**config.mk**
```make
export PLATFORM = sky130hd
export DESIGN_NAME = interpolated_random_generator_top_flat
export DESIGN_NICKNAME = d
export VERILOG_FILES = /design/src/rtl/core/irg_pkg.sv /design/src/rtl/core/irg_stream_ifs.sv /design/src/rtl/core/irg_sequencer.sv /design/src/rtl/core/irg_datapath.sv /design/src/rtl/core/interpolated_random_generator_top.sv /design/src/flat_wrapper.sv
export SDC_FILE = /design/constraint.sdc
export NUM_CORES = 2
export LEC_CHECK = 0
export BUFFER_PORTS_ARGS = -buffer_cell sky130_fd_sc_hd__buf_4
export CAP_MARGIN = 40
export CORE_MARGIN = 5
export CORE_UTILIZATION = 40
export DETAILED_ROUTE_END_ITERATION = 10
export GPL_ROUTABILITY_DRIVEN = 0
export PLACE_DENSITY_LB_ADDON = 0.08
export SLEW_MARGIN = 20
export SYNTH_ARGS = -nofsm -noshare
export SYNTH_HDL_FRONTEND = slang
export SYNTH_SLANG_ARGS = --single-unit
```
**constraint.sdc**
```tcl
create_clock -name i_clk -period 19.3 [get_ports i_clk]
set_clock_uncertainty 0.1 [all_clocks]
set_input_delay 3.86 -clock i_clk [delete_from_list [all_inputs] [get_ports i_clk]]
set_output_delay 3.86 -clock i_clk [all_outputs]
set_load 0.05 [all_outputs]
```
**src/rtl/core/irg_pkg.sv**
```systemverilog
// Package: shared constants, types and microcode for the interpolated random generator.
`default_nettype none

package irg_pkg;

    // Default widths of sample values and of the phase accumulator
    localparam int SAMPLE_BITS_DEF = 24;
    localparam int PHASE_BITS_DEF  = 32;

    // Fixed field widths
    localparam int RATE_W         = 24;
    localparam int RATE_FRAC_BITS = 8;      // rate is given in 1/256 Hz
    localparam int DRAW_W         = 16;
    localparam int SR_W           = 18;
    localparam int MAG_W          = RATE_W;
    localparam int LIMIT_W        = SR_W + RATE_FRAC_BITS;
    localparam int REM_W          = SR_W + 1;

    localparam logic [SR_W-1:0] SR_RESET = 18'd44100;

    // Configuration port
    localparam int CFG_IDX_W  = 2;
    localparam int CFG_DATA_W = 32;
    localparam logic [CFG_IDX_W-1:0] CFG_SAMPLE_RATE = 2'd0;
    localparam logic [CFG_IDX_W-1:0] CFG_START_LEVEL = 2'd1;

    // Datapath operations
    typedef enum logic [3:0] {
        OP_NOP,
        OP_LOAD,
        OP_CLAMP,
        OP_DIV,
        OP_PHASE,
        OP_TARGET,
        OP_DIFF,
        OP_MUL,
        OP_EMIT
    } t_op;

    // Jump conditions
    typedef enum logic [2:0] {
        COND_NEVER,
        COND_NO_INPUT,
        COND_DIV_MORE,
        COND_NO_WRAP,
        COND_OUT_BUSY
    } t_cond;

    localparam int STEP_W = 4;
    typedef logic [STEP_W-1:0] t_step;

    localparam t_step STEP_IDLE   = 4'd0;
    localparam t_step STEP_CLAMP  = 4'd1;
    localparam t_step STEP_DIV    = 4'd2;
    localparam t_step STEP_PHASE  = 4'd3;
    localparam t_step STEP_CHECK  = 4'd4;
    localparam t_step STEP_TARGET = 4'd5;
    localparam t_step STEP_DIFF   = 4'd6;
    localparam t_step STEP_MUL    = 4'd7;
    localparam t_step STEP_EMIT   = 4'd8;

    // Control word: op runs, then jump to target if cond is true.
    // hold suppresses the op while the jump is taken (wait loops).
    // last returns to idle when the jump is not taken.
    typedef struct packed {
        t_op   op;
        t_cond cond;
        logic  hold;
        logic  last;
        t_step target;
    } t_uword;

    // Status into the sequencer
    typedef struct packed {
        logic in_valid;
        logic div_more;
        logic wrap_up;
        logic out_busy;
    } t_flags;

    // Status out of the datapath
    typedef struct packed {
        logic div_more;
        logic wrap_up;
    } t_dp_status;

    // Sequencer outputs
    typedef struct packed {
        t_op  op;
        logic in_ready;
    } t_ctl;

    // Decoded configuration write
    typedef struct packed {
        logic                  rate_we;
        logic                  start_we;
        logic [CFG_DATA_W-1:0] data;
    } t_cfg_wr;

    // Microcode ROM
    function automatic t_uword irg_ucode(input t_step pc);
        t_uword w;
        case (pc)
            STEP_IDLE:   w = '{OP_LOAD,   COND_NO_INPUT, 1'b1, 1'b0, STEP_IDLE};
            STEP_CLAMP:  w = '{OP_CLAMP,  COND_NEVER,    1'b0, 1'b0, STEP_IDLE};
            STEP_DIV:    w = '{OP_DIV,    COND_DIV_MORE, 1'b0, 1'b0, STEP_DIV};
            STEP_PHASE:  w = '{OP_PHASE,  COND_NEVER,    1'b0, 1'b0, STEP_IDLE};
            STEP_CHECK:  w = '{OP_NOP,    COND_NO_WRAP,  1'b0, 1'b0, STEP_DIFF};
            STEP_TARGET: w = '{OP_TARGET, COND_NEVER,    1'b0, 1'b0, STEP_IDLE};
            STEP_DIFF:   w = '{OP_DIFF,   COND_NEVER,    1'b0, 1'b0, STEP_IDLE};
            STEP_MUL:    w = '{OP_MUL,    COND_NEVER,    1'b0, 1'b0, STEP_IDLE};
            STEP_EMIT:   w = '{OP_EMIT,   COND_OUT_BUSY, 1'b1, 1'b1, STEP_EMIT};
            default:     w = '{OP_NOP,    COND_NEVER,    1'b0, 1'b1, STEP_IDLE};
        endcase
        return w;
    endfunction

endpackage

`default_nettype wire

```
**src/rtl/core/irg_stream_ifs.sv**
```systemverilog
// Interfaces: sample input, result output and configuration write channels.
`default_nettype none

interface irg_sample_if #(
    parameter int SAMPLE_BITS = irg_pkg::SAMPLE_BITS_DEF
);
    import irg_pkg::*;

    logic                          valid;
    logic                          ready;
    logic signed [SAMPLE_BITS-1:0] min_level;
    logic signed [SAMPLE_BITS-1:0] max_level;
    logic signed [RATE_W-1:0]      rate_hz;
    logic        [DRAW_W-1:0]      random_draw;

    modport source (output valid, min_level, max_level, rate_hz, random_draw, input ready);
    modport sink   (input valid, min_level, max_level, rate_hz, random_draw, output ready);
endinterface

interface irg_result_if #(
    parameter int SAMPLE_BITS = irg_pkg::SAMPLE_BITS_DEF
);
    logic                          valid;
    logic                          ready;
    logic signed [SAMPLE_BITS-1:0] output_sample;
    logic                          new_target;

    modport source (output valid, output_sample, new_target, input ready);
    modport sink   (input valid, output_sample, new_target, output ready);
endinterface

interface irg_cfg_if;
    import irg_pkg::*;

    logic                  valid;
    logic                  ready;
    logic [CFG_IDX_W-1:0]  index;
    logic [CFG_DATA_W-1:0] data;

    modport source (output valid, index, data, input ready);
    modport sink   (input valid, index, data, output ready);
endinterface

`default_nettype wire

```
**src/rtl/core/irg_sequencer.sv**
```systemverilog
// Microcode sequencer: step counter, control ROM lookup and conditional jumps.
`default_nettype none

module irg_sequencer (
    input  logic            i_clk,
    input  logic            i_rst_n,
    input  irg_pkg::t_flags i_flags,
    output irg_pkg::t_ctl   o_ctl
);
    import irg_pkg::*;

    t_step  r_pc;
    t_step  n_pc;
    t_uword w_uw;
    logic   w_jump;

    // Step counter
    always_ff @(posedge i_clk) begin
        if (!i_rst_n) begin
            r_pc <= STEP_IDLE;
        end else begin
            r_pc <= n_pc;
        end
    end

    // Control word decode and next step
    always_comb begin
        w_uw = irg_ucode(r_pc);
        case (w_uw.cond)
            COND_NEVER:    w_jump = 1'b0;
            COND_NO_INPUT: w_jump = !i_flags.in_valid;
            COND_DIV_MORE: w_jump = i_flags.div_more;
            COND_NO_WRAP:  w_jump = !i_flags.wrap_up;
            COND_OUT_BUSY: w_jump = i_flags.out_busy;
            default:       w_jump = 1'b0;
        endcase

        if (w_jump) begin
            n_pc = w_uw.target;
        end else if (w_uw.last) begin
            n_pc = STEP_IDLE;
        end else begin
            n_pc = r_pc + t_step'(1);
        end

        o_ctl.op       = (w_uw.hold && w_jump) ? OP_NOP : w_uw.op;
        o_ctl.in_ready = (r_pc == STEP_IDLE);
    end

endmodule

`default_nettype wire

```
**src/rtl/core/irg_datapath.sv**
```systemverilog
// Datapath: serial phase-step divider, phase accumulator, target pick and interpolation.
`default_nettype none

module irg_datapath #(
    parameter int SAMPLE_BITS = irg_pkg::SAMPLE_BITS_DEF,
    parameter int PHASE_BITS  = irg_pkg::PHASE_BITS_DEF
) (
    input  logic                               i_clk,
    input  logic                               i_rst_n,
    input  irg_pkg::t_op                       i_op,
    input  irg_pkg::t_cfg_wr                   i_cfg,
    input  logic signed [SAMPLE_BITS-1:0]      i_min_level,
    input  logic signed [SAMPLE_BITS-1:0]      i_max_level,
    input  logic signed [irg_pkg::RATE_W-1:0]  i_rate_hz,
    input  logic        [irg_pkg::DRAW_W-1:0]  i_random_draw,
    output irg_pkg::t_dp_status                o_status,
    output logic signed [SAMPLE_BITS-1:0]      o_sample,
    output logic                               o_new_target
);
    import irg_pkg::*;

    localparam int SB    = SAMPLE_BITS;
    localparam int PB    = PHASE_BITS;
    localparam int FB    = (PB > 32) ? 32 : PB;
    localparam int CNT_W = $clog2(PB + 1);
    localparam int TP_W  = SB + 1 + DRAW_W + 1;
    localparam int MP_W  = SB + 1 + FB + 1;
    localparam int POS_W = PB + 2;
    localparam int VAL_W = SB + 3;

    // Configuration and persistent state
    logic        [SR_W-1:0]   r_sample_rate;
    logic signed [SB-1:0]     r_start_level;
    logic signed [SB-1:0]     r_held;
    logic signed [SB-1:0]     r_prev;
    logic signed [SB:0]       r_diff;
    logic        [PB-1:0]     r_phase;
    logic                     r_first;
    logic                     r_wrap_up;

    // Per-item working registers
    logic signed [SB-1:0]     r_mn;
    logic signed [SB:0]       r_range;
    logic        [DRAW_W-1:0] r_draw;
    logic                     r_neg;
    logic        [MAG_W-1:0]  r_mag;
    logic        [SR_W-1:0]   r_rem;
    logic        [PB-1:0]     r_dsh;
    logic        [PB-1:0]     r_quo;
    logic        [CNT_W-1:0]  r_cnt;
    logic signed [TP_W-1:0]   r_tprod;
    logic signed [MP_W-1:0]   r_mprod;

    logic        [SR_W-1:0]    w_sr_eff;
    logic        [LIMIT_W-1:0] w_limit;
    logic        [MAG_W-1:0]   w_rate_mag;
    logic        [MAG_W-1:0]   w_mag_clamp;
    logic        [REM_W-1:0]   w_trial;
    logic        [REM_W-1:0]   w_trial_sub;
    logic                      w_trial_ge;
    logic signed [POS_W-1:0]   w_base;
    logic signed [POS_W-1:0]   w_step;
    logic signed [POS_W-1:0]   w_pos;
    logic                      w_wrap_up;
    logic signed [TP_W-1:0]    w_tprod_sh;
    logic signed [SB-1:0]      w_new_held;
    logic        [FB-1:0]      w_frac;
    logic signed [MP_W-1:0]    w_mp_sh;
    logic signed [VAL_W-1:0]   w_val;
    logic signed [VAL_W-1:0]   w_hi;
    logic signed [VAL_W-1:0]   w_lo;

    // Rate magnitude, clamp below the sample rate, divider trial subtract
    always_comb begin
        w_sr_eff    = (r_sample_rate == '0) ? SR_W'(1) : r_sample_rate;
        w_limit     = {w_sr_eff, {RATE_FRAC_BITS{1'b0}}} - LIMIT_W'(1);
        w_rate_mag  = i_rate_hz[RATE_W-1] ? (MAG_W'(~i_rate_hz) + MAG_W'(1))
                                          : MAG_W'(i_rate_hz);
        w_mag_clamp = (LIMIT_W'(r_mag) > w_limit) ? w_limit[MAG_W-1:0] : r_mag;
        w_trial     = {r_rem, r_dsh[PB-1]};
        w_trial_ge  = (w_trial >= {1'b0, w_sr_eff});
        w_trial_sub = w_trial - {1'b0, w_sr_eff};
    end

    // Phase advance; the first sample starts from a phase of exactly one
    always_comb begin
        w_base    = r_first ? {2'b01, {PB{1'b0}}} : {2'b00, r_phase};
        w_step    = {2'b00, r_quo};
        w_pos     = r_neg ? (w_base - w_step) : (w_base + w_step);
        w_wrap_up = !w_pos[PB+1] && w_pos[PB];
    end

    // New target: min + floor(range * draw / 2^16)
    always_comb begin
        w_tprod_sh = r_tprod >>> DRAW_W;
        w_new_held = r_mn + w_tprod_sh[SB-1:0];
    end

    // Interpolated output, saturated
    always_comb begin
        w_frac  = r_phase[PB-1 -: FB];
        w_mp_sh = r_mprod >>> FB;
        w_val   = VAL_W'(r_prev) + $signed(w_mp_sh[VAL_W-1:0]);
        w_hi    = VAL_W'($signed({1'b0, {(SB-1){1'b1}}}));
        w_lo    = VAL_W'($signed({1'b1, {(SB-1){1'b0}}}));
        if (w_val > w_hi) begin
            o_sample = w_hi[SB-1:0];
        end else if (w_val < w_lo) begin
            o_sample = w_lo[SB-1:0];
        end else begin
            o_sample = w_val[SB-1:0];
        end
    end

    assign o_new_target      = r_wrap_up;
    assign o_status.div_more = (r_cnt != CNT_W'(1));
    assign o_status.wrap_up  = r_wrap_up;

    // Register updates per micro-op and configuration writes
    always_ff @(posedge i_clk) begin
        if (!i_rst_n) begin
            r_sample_rate <= SR_RESET;
            r_start_level <= '0;
            r_held        <= '0;
            r_prev        <= '0;
            r_diff        <= '0;
            r_phase       <= '0;
            r_first       <= 1'b1;
            r_wrap_up     <= 1'b0;
            r_cnt         <= '0;
        end else begin
            if (i_cfg.rate_we) begin
                r_sample_rate <= i_cfg.data[SR_W-1:0];
            end
            if (i_cfg.start_we) begin
                r_start_level <= i_cfg.data[SB-1:0];
                // before the first sample the targets follow the start level
                if (r_first) begin
                    r_held <= i_cfg.data[SB-1:0];
                    r_prev <= i_cfg.data[SB-1:0];
                end
            end

            case (i_op)
                OP_LOAD: begin
                    r_mn    <= i_min_level;
                    r_range <= (SB+1)'(i_max_level) - (SB+1)'(i_min_level);
                    r_draw  <= i_random_draw;
                    r_neg   <= i_rate_hz[RATE_W-1];
                    r_mag   <= w_rate_mag;
                end
                OP_CLAMP: begin
                    // high bits start the remainder, low bits shift in
                    r_rem <= SR_W'(w_mag_clamp[MAG_W-1:RATE_FRAC_BITS]);
                    r_dsh <= {w_mag_clamp[RATE_FRAC_BITS-1:0],
                              {(PB-RATE_FRAC_BITS){1'b0}}};
                    r_cnt <= CNT_W'(PB);
                end
                OP_DIV: begin
                    r_rem <= w_trial_ge ? w_trial_sub[SR_W-1:0] : w_trial[SR_W-1:0];
                    r_quo <= {r_quo[PB-2:0], w_trial_ge};
                    r_dsh <= r_dsh << 1;
                    r_cnt <= r_cnt - CNT_W'(1);
                end
                OP_PHASE: begin
                    r_phase   <= w_pos[PB-1:0];
                    r_first   <= 1'b0;
                    r_wrap_up <= w_wrap_up;
                    r_tprod   <= r_range * $signed({1'b0, r_draw});
                end
                OP_TARGET: begin
                    r_prev <= r_held;
                    r_held <= w_new_held;
                end
                OP_DIFF: begin
                    r_diff <= (SB+1)'(r_held) - (SB+1)'(r_prev);
                end
                OP_MUL: begin
                    r_mprod <= r_diff * $signed({1'b0, w_frac});
                end
                default: begin
                end
            endcase
        end
    end

endmodule

`default_nettype wire

```
**src/rtl/core/interpolated_random_generator_top.sv**
```systemverilog
// Top level: interpolated random level generator with microcoded control.
//
//  Channel    Dir  Beat contents                                      Handshake
//  i_sample   in   min_level, max_level, rate_hz, random_draw        valid/ready
//  o_result   out  output_sample, new_target                         valid/ready
//  i_cfg      in   index (0 sample_rate, 1 start_level), data        valid/ready
//
//  Each accepted beat steps through load, clamp, the divider, phase, check,
//  target (only when a new target is picked), diff, multiply and emit; the
//  restoring divider forms the phase step one quotient bit per cycle.
//  Reset is synchronous and active low; no clearing pass is needed.
//  A finished result waits in the output register while the next sample is
//  taken; the sequencer holds on its last step if that register is still full.
//  The configuration channel is always ready.
`default_nettype none

module interpolated_random_generator_top #(
    parameter int SAMPLE_BITS = irg_pkg::SAMPLE_BITS_DEF,
    parameter int PHASE_BITS  = irg_pkg::PHASE_BITS_DEF
) (
    input  logic          i_clk,
    input  logic          i_rst_n,
    irg_sample_if.sink    i_sample,
    irg_result_if.source  o_result,
    irg_cfg_if.sink       i_cfg
);
    import irg_pkg::*;

    t_ctl       w_ctl;
    t_flags     w_flags;
    t_dp_status w_status;
    t_cfg_wr    w_cfg;

    logic signed [SAMPLE_BITS-1:0] w_sample;
    logic                          w_new_target;

    logic                          r_out_valid;
    logic signed [SAMPLE_BITS-1:0] r_out_sample;
    logic                          r_out_new;

    // Configuration decode
    assign i_cfg.ready    = 1'b1;
    assign w_cfg.rate_we  = i_cfg.valid && (i_cfg.index == CFG_SAMPLE_RATE);
    assign w_cfg.start_we = i_cfg.valid && (i_cfg.index == CFG_START_LEVEL);
    assign w_cfg.data     = i_cfg.data;

    // Sequencer status
    assign w_flags.in_valid = i_sample.valid;
    assign w_flags.div_more = w_status.div_more;
    assign w_flags.wrap_up  = w_status.wrap_up;
    assign w_flags.out_busy = r_out_valid && !o_result.ready;

    assign i_sample.ready = w_ctl.in_ready;

    irg_sequencer u_seq (
        .i_clk   (i_clk),
        .i_rst_n (i_rst_n),
        .i_flags (w_flags),
        .o_ctl   (w_ctl)
    );

    irg_datapath #(
        .SAMPLE_BITS (SAMPLE_BITS),
        .PHASE_BITS  (PHASE_BITS)
    ) u_dp (
        .i_clk         (i_clk),
        .i_rst_n       (i_rst_n),
        .i_op          (w_ctl.op),
        .i_cfg         (w_cfg),
        .i_min_level   (i_sample.min_level),
        .i_max_level   (i_sample.max_level),
        .i_rate_hz     (i_sample.rate_hz),
        .i_random_draw (i_sample.random_draw),
        .o_status      (w_status),
        .o_sample      (w_sample),
        .o_new_target  (w_new_target)
    );

    // Output register
    always_ff @(posedge i_clk) begin
        if (!i_rst_n) begin
            r_out_valid <= 1'b0;
        end else if (w_ctl.op == OP_EMIT) begin
            r_out_valid <= 1'b1;
        end else if (o_result.ready) begin
            r_out_valid <= 1'b0;
        end
    end

    always_ff @(posedge i_clk) begin
        if (w_ctl.op == OP_EMIT) begin
            r_out_sample <= w_sample;
            r_out_new    <= w_new_target;
        end
    end

    assign o_result.valid         = r_out_valid;
    assign o_result.output_sample = r_out_sample;
    assign o_result.new_target    = r_out_new;

    // An accepted beat starts the clamp step next
    a_accept_starts: assert property (@(posedge i_clk) disable iff (!i_rst_n)
        (i_sample.valid && i_sample.ready) |=> (w_ctl.op == OP_CLAMP))
        else $error("accepted sample did not start the sequence");

    // Never overwrite a result that is still waiting
    a_emit_free: assert property (@(posedge i_clk) disable iff (!i_rst_n)
        (w_ctl.op == OP_EMIT) |-> (!r_out_valid || o_result.ready))
        else $error("result register overwritten");

    // An emitted result shows up as valid
    a_emit_valid: assert property (@(posedge i_clk) disable iff (!i_rst_n)
        (w_ctl.op == OP_EMIT) |=> r_out_valid)
        else $error("emitted result not presented");

    // No new sample is taken while the divider runs
    a_busy_no_ready: assert property (@(posedge i_clk) disable iff (!i_rst_n)
        (w_ctl.op == OP_DIV) |-> !i_sample.ready)
        else $error("input ready during division");

endmodule

`default_nettype wire

```
**src/flat_wrapper.sv**
```systemverilog
// flat-port wrapper written by rule: the top's interface ports become plain ports
module interpolated_random_generator_top_flat import irg_pkg::*;
#(
    parameter int SAMPLE_BITS = irg_pkg::SAMPLE_BITS_DEF,
    parameter int PHASE_BITS  = irg_pkg::PHASE_BITS_DEF
)
  (i_clk, i_rst_n, i_sample_valid, i_sample_min_level, i_sample_max_level, i_sample_rate_hz, i_sample_random_draw, i_sample_ready, o_result_valid, o_result_output_sample, o_result_new_target, o_result_ready, i_cfg_valid, i_cfg_index, i_cfg_data, i_cfg_ready);
  irg_sample_if #(.SAMPLE_BITS(SAMPLE_BITS)) i_sample_i ();
  irg_result_if #(.SAMPLE_BITS(SAMPLE_BITS)) o_result_i ();
  irg_cfg_if i_cfg_i ();
  input  logic i_clk;
  input  logic i_rst_n;
  input wire logic [$bits(i_sample_i.valid)-1:0] i_sample_valid;
  input wire logic [$bits(i_sample_i.min_level)-1:0] i_sample_min_level;
  input wire logic [$bits(i_sample_i.max_level)-1:0] i_sample_max_level;
  input wire logic [$bits(i_sample_i.rate_hz)-1:0] i_sample_rate_hz;
  input wire logic [$bits(i_sample_i.random_draw)-1:0] i_sample_random_draw;
  output wire logic [$bits(i_sample_i.ready)-1:0] i_sample_ready;
  output wire logic [$bits(o_result_i.valid)-1:0] o_result_valid;
  output wire logic [$bits(o_result_i.output_sample)-1:0] o_result_output_sample;
  output wire logic [$bits(o_result_i.new_target)-1:0] o_result_new_target;
  input wire logic [$bits(o_result_i.ready)-1:0] o_result_ready;
  input wire logic [$bits(i_cfg_i.valid)-1:0] i_cfg_valid;
  input wire logic [$bits(i_cfg_i.index)-1:0] i_cfg_index;
  input wire logic [$bits(i_cfg_i.data)-1:0] i_cfg_data;
  output wire logic [$bits(i_cfg_i.ready)-1:0] i_cfg_ready;
  assign i_sample_i.valid = i_sample_valid;
  assign i_sample_i.min_level = i_sample_min_level;
  assign i_sample_i.max_level = i_sample_max_level;
  assign i_sample_i.rate_hz = i_sample_rate_hz;
  assign i_sample_i.random_draw = i_sample_random_draw;
  assign i_sample_ready = i_sample_i.ready;
  assign o_result_valid = o_result_i.valid;
  assign o_result_output_sample = o_result_i.output_sample;
  assign o_result_new_target = o_result_i.new_target;
  assign o_result_i.ready = o_result_ready;
  assign i_cfg_i.valid = i_cfg_valid;
  assign i_cfg_i.index = i_cfg_index;
  assign i_cfg_i.data = i_cfg_data;
  assign i_cfg_ready = i_cfg_i.ready;
  interpolated_random_generator_top #(.SAMPLE_BITS(SAMPLE_BITS), .PHASE_BITS(PHASE_BITS)) u_core (.i_clk(i_clk), .i_rst_n(i_rst_n), .i_sample(i_sample_i), .o_result(o_result_i), .i_cfg(i_cfg_i));
endmodule
```
After elaboration in Yosys (flattened, before gate mapping). Memories as Yosys holds them, arrays and structs flattened. A register that Yosys moved wholly into a read port is not among the register bits. Index checks and enable logic that the tools add are counted.

Add/subtract/negate cells: 11. Multiply operators: 2. Divide/modulo/power cells: 0. $lt $le $gt $ge: 4. Equal/unequal tests: 14. Shift-type cells: 0. Multiplexer cells: 21. Bitwise logic cells: 1. Reductions and logical operators: 22.

Operators by type and width (count): 2-to-1 mux 24 bit (6); case mux 32 bit (2 select lines) (1); multiplier 25 x 33 -> 58 bit (1); subtractor 24 x 24 -> 25 bit (2); multiplier 25 x 17 -> 40 bit (1); 2-to-1 mux 18 bit (2); case mux 18 bit (2 select lines) (1); adder 33 x 32 -> 34 bit (1); 2-to-1 mux 34 bit (1); subtractor 33 x 32 -> 34 bit (1); 2-to-1 mux 33 bit (1); adder 24 x 26 -> 27 bit (1); greater-than comparator 27 x 24 -> 1 bit (second input constant) (1); less-than comparator 27 x 24 -> 1 bit (second input constant) (1); greater-than comparator 24 x 26 -> 1 bit (1); subtractor 26 x 1 -> 26 bit (second input constant) (1); adder 24 x 2 -> 24 bit (second input constant) (1); adder 24 bit (1); inverter 24 bit (1); 2-to-1 mux 23 bit (1); >= comparator 19 x 18 -> 1 bit (1); zero test 18 bit (1); subtractor 18 bit (1); == test 4 x 3 -> 1 bit (second input constant) (4); other kinds (20) (41).

Flip-flop bits (word level): 431. Bits in latches: 0. RAM bits: 0. Bits in read-only memories: 192. Input bits: 127. Output and inout port bits: 28. Logic and storage cells: 99. Memories kept: 1.

Memories: (no name shown) (depth 16, bits a word 12, read ports 1, clocked after Yosys merged registers in 1, write ports 0, RTL line irg_pkg.sv:103) `case (pc)`.

Logic depth before layout (Yosys ltp).
Depth after elaboration: 8. Depth in mapped cells: 27. Depth with buffers taken out: 25.

By module. Synthesis repeated with hierarchy kept, for this count alone.

Cells, all modules: 6738. Area total of the unflattened synthesis: 61984.4 µm².

By module, submodules not included: irg_datapath (times used 1, cells each 6629, area an instance 60416.7 µm², seq. area each 8568.2 µm²); interpolated_random_generator_top (times used 1, cells each 33, area an instance 835.8 µm², seq. area each 770.7 µm²); irg_sequencer (times used 1, cells each 76, area an instance 732.0 µm², seq. area each 260.2 µm²).

Worst setup path after synthesis. No wires, ideal clock.

Path type: input to register. Start: in i_rst_n. End: reg u_core.u_dp.r_draw[0], enable pin. Library setup time: 791 ps. Data arrival time: 13724 ps. Required time: 18409 ps. Path slack: 4685 ps. Stages on the path: 4. Buffers on the path: 2. Cells stage by stage: clkbuf_1 > clkbuf_1 > nand2_1 > nor4b_1.

Longest elaborated chain between the ends: 1.

RTL lines: from (decl) (RTL line flat_wrapper.sv:12) `input logic i_rst_n;`; AND reduction 2 bit (no source line); to (signal assigned) (RTL line irg_datapath.sv:148) `r_draw <= i_random_draw;`; to (decl) (RTL line irg_datapath.sv:44) `logic [DRAW_W-1:0] r_draw;`.

Every way passes these cells. A chain may end at the register's enable or synchronous reset.

Worst setup path after layout.
Start: reg u_core.u_dp.r_phase[7]. End: reg u_core.u_dp.r_mprod[57], data pin.

Longest elaborated chain between the ends: 1.

RTL lines: from (decl) (RTL line irg_datapath.sv:37) `logic [PB-1:0] r_phase;`; from (signal assigned) (RTL line irg_datapath.sv:166) `r_phase <= w_pos[PB-1:0];`; multiplier 25 x 33 -> 58 bit (RTL line irg_datapath.sv:179) `r_mprod <= r_diff * $signed({1'b0, w_frac});`; to (signal assigned) (RTL line irg_datapath.sv:179); to (decl) (RTL line irg_datapath.sv:52) `logic signed [MP_W-1:0] r_mprod;`.

Every way passes these cells.

==> reports/metrics.yaml <==
cp_max_fo: 27
yosys.area.top_type_share_pct: 35.4
met3_usage_pct: 2.40
setup_viol_count_final: 0
fillCellCount: 14843
whs_endpoint: "u_core.u_dp.r_diff[12]"
utilization_pct: 43.9
wl_um: 166000
r2r_end: "u_core.u_dp.r_mprod[57]"
synth_edf_count: 223
placedCellCount: 8529
rr_worst_depth: 24
num-nets-final: 8262
dieArea_um2: 159000
end_kind: "register"
grt_pass1_wl_um: 267000
drt-pass1-iter-count: 7
vias_per_cell: 5.09
synth-seq-cells: 368
syn_to_final_growth_pct: 8.80
netlist_area_um2: 60500
fmax_mhz: 117
final_cell_area_um2: 65900
cts_inserted_buffers: 49
grt_max_degree: 67
die_w_um: 399
cp.required_ns: 19.73
worstPathCellList: "nand2_1 -> fa_1 -> inv_1 -> fa_1 -> inv_1 -> fa_1 -> inv_1 -> fa_1 -> fa_1 -> fa_1 -> inv_1 -> fa_1 -> inv_1 -> ha_1 -> a21oi_1 -> o21ai_0 -> a221o_1 -> a31oi_1 -> a211oi_1 -> o211ai_1 -> o221ai_1 -> o41a_1 -> or4_1 -> nand3_1"
yosysWarnings: 0
ios: 155
routedWlPerCell_um: 19.3
hold_path.class: "register to register"
met1_usage_pct: 28.8
synth_cell_type_count: 84
syn_nets: 8254
grt.overflow.total: 0
min_period_over_period_pct: 44.2
coreArea_um2: 150000
cp_slowest_stage_delay_ns: 0.84
avgSynthCellArea_um2: 9.22
relSlewSlack_pct: 39.1
clock_latency_ns: 0.66
clockBufferDepth: 3
first_global_vias: 46735
yosys.area.top_type: "fa_1"
postCtsHoldBufs: 0
dpl_cell_area_um2: 63900
cts_tree: "yes"
worstReg2RegStart: "u_core.u_dp.r_phase[7]"
arrival_ns: 8.95
row_count: 142
die_h_um: 399
finalNonFillerCells: 8635
crit_path_frequent_cell: "fa_1"
place_hpwl_um: 127000
synthTopCellsByArea: "fa_1 (35%), edfxtp_1 (11%), ha_1 (10%), inv_1 (7.9%), and2_1 (6.3%)"
place.port_buffers: 145
syn_inst: 6564
drv_cap: 0
start_kind: "register"
grt_usage_pct: 21.5
criticalPathCategory: "register to register"
ant_nets: 0
drive_gt1_share_pct: 5.84
period_needed_ns: 8.52
min_from: "u_core.u_dp.r_diff[12]"
vias: 43926
drtIter0Drc: 2067
busiest_layer: "met2"
reg2reg_setup_slack_ns: 10.78
use_met2_pct: 36.9
post_cts_buffers: 0
drc: 0
status: "completed"
ys.flop_type: "edfxtp_1"
path_clk_slew_ns: 0.06
rsz0062_at_grt: "false"
antenna_found_initial: 10
cpMaxStageDelayCell: "dfxtp_2"
async_reset_ff_share_pct: 0
cts.repair.resized: 0
tightest_slew_ns: 0.908
drv_slew: 0
yosysSeqAreaShare_pct: 15.9
finalHoldViolCount: 0
fin_setup_tns_ns: 0
clock_sinks: 368
whs_path_depth: 2
cts_root_buf: "clkbuf_16"
initial_core_util_pct: 40.3
h-tree-depth: 2
[layout make-up]
type / count / area, um^2 / share of cell area, %
multi-input combinational: 4629 / 45100 / 68.5
sequential: 368 / 9630 / 14.6
inverter: 1277 / 4800 / 7.28
tap: 2016 / 2520 / 3.83
timing repair buffer: 247 / 2020 / 3.06
clock buffer: 60 / 1330 / 2.02
clock inverter: 32 / 468 / 0.711
antenna: 6 / 15.0 / 0.0228
[synthesized netlist by cell type (88+ instances only)]
cell type / number
edfxtp_1: 223
a21oi_1: 241
inv_1: 1276
dfxtp_1: 145
o21ai_0: 138
and2_1: 612
xnor2_1: 171
nand2_1: 786
fa_1: 1069
clkbuf_1: 277
nor2_1: 203
a21o_1: 88
ha_1: 494
a211oi_1: 98
[worst max path at each step]
stage	from	cells after the start	end	slack, ns
4_1_cts	u_core.u_dp.r_phase[7]	24	u_core.u_dp.r_mprod[57]	10.72
3_3_place_gp	u_core.u_dp.r_diff[7]	23	u_core.u_dp.r_mprod[57]	10.73
2_1_floorplan	i_rst_n	4	u_core.u_dp.r_draw[0]	4.69
3_5_place_dp	u_core.u_dp.r_phase[7]	24	u_core.u_dp.r_mprod[57]	10.76
6_report	u_core.u_dp.r_phase[7]	24	u_core.u_dp.r_mprod[57]	10.78
5_1_grt	u_core.u_dp.r_phase[10]	24	u_core.u_dp.r_mprod[57]	10.37
[sequential cells by signal (all words and copies together), names as in the netlist, 4 cells and up]
name,count
u_core.u_dp.r_quo,32
u_core.u_dp.r_cnt,6
u_core.o_result.output_sample,24
u_core.u_dp.r_sample_rate,18
u_core.u_dp.r_phase,32
u_core.u_dp.r_tprod,24
u_core.u_seq.r_pc,4
u_core.u_dp.r_dsh,8
u_core.u_dp.r_prev,24
u_core.u_dp.r_diff,25
u_core.u_dp.r_held,24
u_core.u_dp.r_mn,24
u_core.u_dp.r_mag,24
u_core.u_dp.r_draw,16
u_core.u_dp.r_range,25
u_core.u_seq.w_uw,9
u_core.u_dp.r_rem,18
u_core.u_dp.r_mprod,26
[cell families (layout without fill, tap and decap cells)]
family / Yosys count / in the layout / synth area share, %
XOR/XNOR: 241 / 241 / 3.49
buffers and inverters: 1567 / 1616 / 9.73
AND/OR/NAND/NOR: 2009 / 2009 / 16.5
multiplexers: 18 / 18 / 0.306
other: 1 / 7 / 0.00620
AO/OA/AOI/OAI: 797 / 797 / 8.50
flip-flops: 368 / 368 / 15.9
adder cells (fa/ha/maj): 1563 / 1563 / 45.6
[layer usage]
metal | up-vias | share of wire [%]
met5 | - | 0.0042
met1 | 22370 | 45
met3 | 210 | 4.0
met2 | 832 | 48
li1 | 20512 | -
met4 | 2 | 3.1
[per-stage QoR]
stage	hold WS [ns]	setup slack (ns)
global placement	0.337	10.73
floorplan	0.330	4.69
CTS	0.354	10.72
detailed placement	0.346	10.76
finish	0.350	10.78
global route	0.375	10.37
[worst max-delay path: cells and delay by family (launching register included)]
| family | cells | cell delay [ns] |
|---|---|---|
| simple gates | 3 | 0.75 |
| flops | 1 | 0.84 |
| buf+inv | 5 | 0.26 |
| compound gates | 8 | 2.59 |
| fa+ha+maj | 8 | 3.85 |
[cells in the final DEF, fill, tap and decap left out, types with 18 or more instances in the layout]
master / instances
clkbuf_16: 50
o21ai_0: 138
nand2_1: 786
nor3_1: 77
a31oi_1: 38
edfxtp_1: 223
a21o_1: 88
or3_1: 18
a211oi_1: 98
nor2b_1: 80
nor2_1: 200
o31ai_1: 19
and2_1: 612
xnor2_1: 171
buf_4: 231
o21a_1: 42
fa_1: 1069
inv_1: 1275
dfxtp_2: 21
a21oi_1: 241
and3_1: 24
xor2_1: 70
o211ai_1: 25
nor4_1: 19
nand2b_1: 42
nand3_1: 71
ha_1: 494
dfxtp_1: 124
Power is not shown: default switching activity piles up to over one toggle a cycle in this logic, so the estimate is an artifact.
